[src/design/cwtf_pkg.sv]
// ============================================================================
// cwtf_pkg
// Shared constants, types and register indexes for the traffic feature unit.
// ============================================================================
package cwtf_pkg;

	localparam int HistDepth  = 1024;
	localparam int SlotW      = $clog2(HistDepth);
	localparam int FracBits   = 16;
	localparam int RateW      = FracBits + 1;
	localparam int TallyW     = SlotW + 1;
	localparam int CountW     = 10;
	localparam int DivW       = TallyW + FracBits;

	localparam logic [1:0] CfgTimeSpan  = 2'd0;
	localparam logic [1:0] CfgCountLen  = 2'd1;
	localparam logic [1:0] CfgOtherSvc  = 2'd2;

	localparam logic [1:0] FlagSynErr   = 2'd1;
	localparam logic [1:0] FlagReject   = 2'd2;

	// one history entry as stored in memory
	typedef struct packed {
		logic [31:0] tsec;
		logic [31:0] host;
		logic [15:0] dport;
		logic [15:0] sport;
		logic [7:0]  svc;
		logic [1:0]  flag;
	} hist_entry_t;

	typedef struct packed {
		logic [TallyW-1:0] host;
		logic [TallyW-1:0] port;
		logic [TallyW-1:0] serr;
		logic [TallyW-1:0] rej;
		logic [TallyW-1:0] svc_match;
		logic [TallyW-1:0] svc_miss;
		logic [TallyW-1:0] port_serr;
		logic [TallyW-1:0] port_rej;
		logic [TallyW-1:0] port_diff_host;
		logic [TallyW-1:0] same_src;
	} tally_t;

	typedef enum logic [2:0] {
		ST_IDLE,
		ST_TSCAN,
		ST_CSCAN,
		ST_DRAIN,
		ST_DIV,
		ST_OUT0,
		ST_OUT1
	} state_t;

endpackage

[src/design/cwtf_divider.sv]
// ============================================================================
// cwtf_divider
// Restoring divider: (num << FracBits) / den, one quotient bit a cycle.
// ============================================================================
module cwtf_divider
	import cwtf_pkg::*;
(
	input  logic              clk,
	input  logic              arst_n,
	input  logic              start,
	input  logic [TallyW-1:0] num,
	input  logic [TallyW-1:0] den,
	output logic              done,
	output logic [RateW-1:0]  quot
);

	localparam int CntW = $clog2(DivW + 1);

	logic [DivW-1:0]   dividend_q;
	logic [TallyW:0]   rem_q;
	logic [TallyW-1:0] den_q;
	logic [CntW-1:0]   cnt_q;
	logic              busy_q;
	logic              zero_q;
	logic [TallyW:0]   rem_sh;
	logic [TallyW:0]   rem_sub;

	assign rem_sh  = {rem_q[TallyW-1:0], dividend_q[DivW-1]};
	assign rem_sub = rem_sh - {1'b0, den_q};

	always_ff @(posedge clk or negedge arst_n) begin
		if (!arst_n) begin
			busy_q <= 1'b0;
			done   <= 1'b0;
			cnt_q  <= '0;
		end else begin
			done <= !start && busy_q && (cnt_q == CntW'(1));
			if (start) begin
				busy_q <= 1'b1;
				cnt_q  <= CntW'(DivW);
			end else if (busy_q) begin
				cnt_q <= cnt_q - 1'b1;
				if (cnt_q == CntW'(1)) begin
					busy_q <= 1'b0;
				end
			end
		end
	end

	always_ff @(posedge clk) begin
		if (start) begin
			dividend_q <= {num, {FracBits{1'b0}}};
			rem_q      <= '0;
			den_q      <= den;
			zero_q     <= (den == '0);
		end else if (busy_q) begin
			if (!rem_sub[TallyW]) begin
				rem_q      <= rem_sub;
				dividend_q <= {dividend_q[DivW-2:0], 1'b1};
			end else begin
				rem_q      <= rem_sh;
				dividend_q <= {dividend_q[DivW-2:0], 1'b0};
			end
		end
	end

	// quotient has shifted into the dividend register
	assign quot = zero_q ? '0 : dividend_q[RateW-1:0];

endmodule

[config.mk]
export PLATFORM = sky130hd
export DESIGN_NAME = cwtf_divider
export DESIGN_NICKNAME = d
export VERILOG_FILES = /design/src/design/cwtf_pkg.sv /design/src/design/cwtf_divider.sv
export SDC_FILE = /design/constraint.sdc
export NUM_CORES = 1
export LEC_CHECK = 0
export ABC_AREA = 1
export BUFFER_PORTS_ARGS = -buffer_cell sky130_fd_sc_hd__buf_2
export CORE_UTILIZATION = 45
export CTS_CLUSTER_SIZE = 14
export DETAILED_ROUTE_END_ITERATION = 6
export PLACE_DENSITY_LB_ADDON = 0.15
export SYNTH_ARGS = -nofsm -noshare
export SYNTH_HDL_FRONTEND = slang
export SYNTH_SLANG_ARGS = --single-unit
export TNS_END_PERCENT = 50
[constraint.sdc]
create_clock -name clk -period 4.35 [get_ports clk]
set_input_delay 0.2175 -clock clk [delete_from_list [all_inputs] [get_ports clk]]
set_output_delay 0.2175 -clock clk [all_outputs]
set_load 0.005 [all_outputs]
==> Word-level counts from Yosys, hierarchy flattened <==
Cells that the tools add are included.
{ "op_classes": {"n_eq_ne": 1, "n_addsub": 2, "n_reduce_logical": 5, "mux": 10} }
{ "op_table": {"columns": ["op", "n"], "rows": [
  ["$mux 27", 2],
  ["$mux 17", 1],
  ["$sub 12x11->12", 1],
  ["$logic_not 11->1", 1],
  ["$mux 11", 1],
  ["$mux 5", 2],
  ["$eq 5x1->1 const B", 1],
  ["$sub 5x1->5 const B", 1],
  ["$mux 1", 4],
  ["$logic_and 1x1->1", 2],
  ["$reduce_bool 2->1", 1],
  ["$logic_not 1->1", 1]
]} }
{ "word_totals": {"elab_cells": 26, "reg_bits": 57, "input_bits": 25, "out_inout_bits": 18} }

==> Depth between registers and ports, before layout <==
{ "logic_depth": {"ltp_word": 4, "ltp_mapped": 14, "mapped_depth_nobuf": 14} }

==> Worst setup path after synthesis <==
No wires, ideal clock.
{ "synth_timing": {"kind": "reg2reg", "startpoint": "register dividend_q[26]", "endpoint": "register rem_q[6]", "stages_incl_launch_ff": 13, "required_time_ns": 4.237, "setup_ns": 0.113, "path_slack_ns": 2.616, "path_buffers": 0, "arrival_time_ns": 1.621, "synth_period_minus_slack_ns": 1.734, "path_cell_list": "edfxtp_1 > inv_1 > ha_1 > inv_1 > fa_1 > nand3_1 > nand3_1 > nand2_1 > nand3b_1 > nand2_1 > nand3_1 > nand3_1 > nand2_1"} }
{ "synth_between": {"elab_chain_len": 2} }
{ "synth_rtl": {"columns": ["element", "line", "rtl"], "rows": [
  ["start, declared", "cwtf_divider.sv:19", "logic [DivW-1:0] dividend_q;"],
  ["start signal, assigned", "cwtf_divider.sv:52", "dividend_q <= {num, {FracBits{1'b0}}};"],
  ["start signal, assigned", "cwtf_divider.sv:59", "dividend_q <= {dividend_q[DivW-2:0], 1'b1};"],
  ["start signal, assigned", "cwtf_divider.sv:62", "dividend_q <= {dividend_q[DivW-2:0], 1'b0};"],
  ["$sub 12x11->12", "cwtf_divider.sv:29", "assign rem_sub = rem_sh - {1'b0, den_q};"],
  ["$mux 11", "cwtf_divider.sv:57", "if (!rem_sub[TallyW]) begin"],
  ["end signal, assigned", "cwtf_divider.sv:58", "rem_q <= rem_sub;"],
  ["end signal, assigned", "cwtf_divider.sv:61", "rem_q <= rem_sh;"],
  ["end, declared", "cwtf_divider.sv:20", "logic [TallyW:0] rem_q;"]
]} }
Every way passes these cells.
A chain may end at the register's enable or synchronous reset.

==> impl_metrics.tcl <==
set metrics [dict create \
    status "finished clean" \
    ys_top_cells_by_count "88 x nand2_1, 62 x inv_1, 29 x nor2_1" \
    clockBufferDepth 2 \
    io-pin-count 43 \
    gp_congestion 0.834 \
    crit_arrival_ps 2430 \
    critPathCaptureType "flip-flop" \
    clock_skew_ps 8.40 \
    grt_pass1_vias 2215 \
    timing.hold.worst.start "den[2]" \
    rsz0062_at_grt "no" \
    yosys.area.top_type_share_pct 22.9 \
    hpwl_um 4440 \
    cp-start-kind "flip-flop" \
    post-route-period-util_pct 50.7 \
    final_layout_size_suffix_gt1_share_pct 18.1 \
    ys_ff_latch 57 \
    coreArea_um2 6420 \
    maxCapViolCount 0 \
    post-route-min-period_ps 2210 \
    layoutNonFillerInstCount 491 \
    r2r_start "busy_q" \
    antenna_found_initial 0 \
    min_path_type "in2reg" \
    cts_tree "built" \
    die-area_um2 7030 \
    start_util_pct 46.9 \
    grt_max_degree 30 \
    synthCells 365 \
    power_leakage_nw 1.73 \
    io_buffers 42 \
    peakVddDrop_mv 0.245 \
    cp_cell_sequence "nor2_2 > clkinv_1 > o21ai_0" \
    detail_route.wl_per_cell_um 12.3 \
    async_reset_ff_share_pct 12.3 \
    remaining_drc_errors 0 \
    ys_types 31 \
    synth.area.top_cells "edfxtp_1 23%, dfxtp_1 18%, nand2_1 11%" \
    relSlewSlack_pct 46.5 \
    worst-setup-path-type "reg2reg" \
    core.rowCount 29 \
    routed_via_density 4.95 \
    synth-edff-count 23 \
    chipHeight_um 83.8 \
    fin_setup_tns_ps 0 \
    critPathMaxFanout 27 \
    num_antenna_cells 0 \
    cp_slowest_stage_delay_ps 800 \
    path_delay_family "buffers and inverters" \
    via_count 2431 \
    cp_slowest_cell "clkinv_1" \
    yosys.area.top_type "edfxtp_1" \
    cts_root_buf "clkbuf_8" \
    grt_overflow 0 \
    place.detailed.instances 474 \
    synth_area_um2 3010 \
    cp-startpoint "busy_q" \
    cp_num_buf_inv 1 \
    insertion_delay_ps 330 \
    synthMostInstantiatedCell "nand2_1" \
    syn_area_per_cell_um2 8.26 \
    nNetsFinal 448 \
    dr.pass1.iters 4 \
    fmaxAchievable_mhz 453 \
    wirelength_um 6040 \
    setup-violations-final 0 \
    maxSlewViolCount 0 \
    syn-num-nets 404 \
    power_density_nw_per_um2 474 \
    cts_made_buffers 9 \
    crit_required_ps 4570 \
    ys_warn_count 0 \
    tightest_slew_ps 798 \
    ys_seq_area_share_pct 46.7 \
    postRouteAntennaNets 0 \
    path_clk_slew_ps 70 \
    h-tree-depth 3 \
    initialDrtViolationCount 139 \
    fill_cells 628 \
    cts_resized 0 \
    grtUsageTotal_pct 19.1 \
    grt_pass1_wl_um 10400 \
    area_growth_syn_to_layout_pct 14.2 \
    die_w_um 83.8 \
    cts.sinks 57 \
    hold_violations 0 \
    ys.flop_type "dfxtp_1" \
]
## metrics by stage
step           setup WS (ps)  hold WS, ps  power, mW  utilization (%)  cell area, µm²
6_report                2140         83.0       1.63             53.6            3440
5_1_grt                 1950         65.6       1.76             53.6            3440
4_1_cts                 2160         70.1       1.65             53.6            3440
3_5_place_dp            2020         56.7       1.23             50.9            3270
3_3_place_gp            2070         57.4       1.22             50.9            3270
2_1_floorplan           2620        -78.1       1.11                -            3010
## cell families (layout without fill, tap and decap cells)
group | after synthesis | in the layout | synth area share [%]
compound gates | 39 | 39 | 8.43
flops | 57 | 57 | 46.7
xor+xnor | 3 | 3 | 0.872
buf+inv | 75 | 124 | 9.96
simple gates | 177 | 177 | 28.0
fa+ha+maj | 14 | 14 | 6.06
## final timing paths
path / endpoint / slack [ps] / depth (start not counted)
max in group asynchronous: cnt_q[0] / 3950 / 2
worst max-delay path: dividend_q[0] / 2140 / 3
worst min-delay path: den_q[2] / 80 / 1
min in group asynchronous: done / 240 / 2
worst min register to register: cnt_q[4] / 490 / 1
worst max register to register: dividend_q[0] / 2140 / 3
## repair_timing
item	in CTS	in global routing
hold endpoints to repair	7	0
hold buffers	1	0
setup buffers	0	0
## cell usage in the layout (no fill, tap or decap), types with 2 or more instances in the layout
master,instances
nand2_1,88
inv_1,62
buf_2,42
nor2_1,29
nand3_1,28
dfxtp_1,27
edfxtp_1,23
o22ai_1,15
ha_1,13
nand3b_1,10
a22o_1,9
clkbuf_8,9
o21ai_0,7
dfrtp_1,7
a21oi_1,6
nor2_2,4
clkinv_2,4
nor4_1,3
nand2_2,3
nand4_1,3
xnor2_1,3
nand3_2,3
clkinv_1,2
nand3_4,2
nand2_4,2
## metal layers
metal | global-route usage, % | vias to the layer above | wire length [µm]
met5 | 0 | - | 0
met4 | 7.52 | 0 | 50
met3 | 3.86 | 5 | 190
met2 | 27.8 | 41 | 2690
met1 | 27.7 | 1109 | 3110
li1 | - | 1276 | -
## final cells by class
type / count / area [µm²] / area share [%]
inverter: 64 / 240 / 6.98
timing repair buffer: 44 / 228 / 6.62
tap: 77 / 96.3 / 2.80
multi-input combinational: 233 / 1310 / 38.0
clock inverter: 6 / 36.3 / 1.05
clock buffer: 10 / 128 / 3.71
sequential: 57 / 1410 / 40.9
## power breakdown
part           internal [mW]  switching, mW  leakage (nW)
Clock                  0.203          0.209        0.0858
Combinational          0.215          0.339          1.11
Sequential             0.620         0.0463         0.534
## flip-flops by register name, summed over array words and instances (netlist names)
signal / flops
rem_q: 11
done: 1
den_q: 11
zero_q: 1
busy_q: 1
cnt_q: 5
dividend_q: 27
## worst register-to-register path, delay by kind of cell (launching register included)
family / cells / cell delay [ps]
AO/OA/AOI/OAI: 1 / 410
buffers and inverters: 1 / 800
AND/OR/NAND/NOR: 1 / 450
flip-flops: 1 / 430
Power figures use the tool's default switching activity.
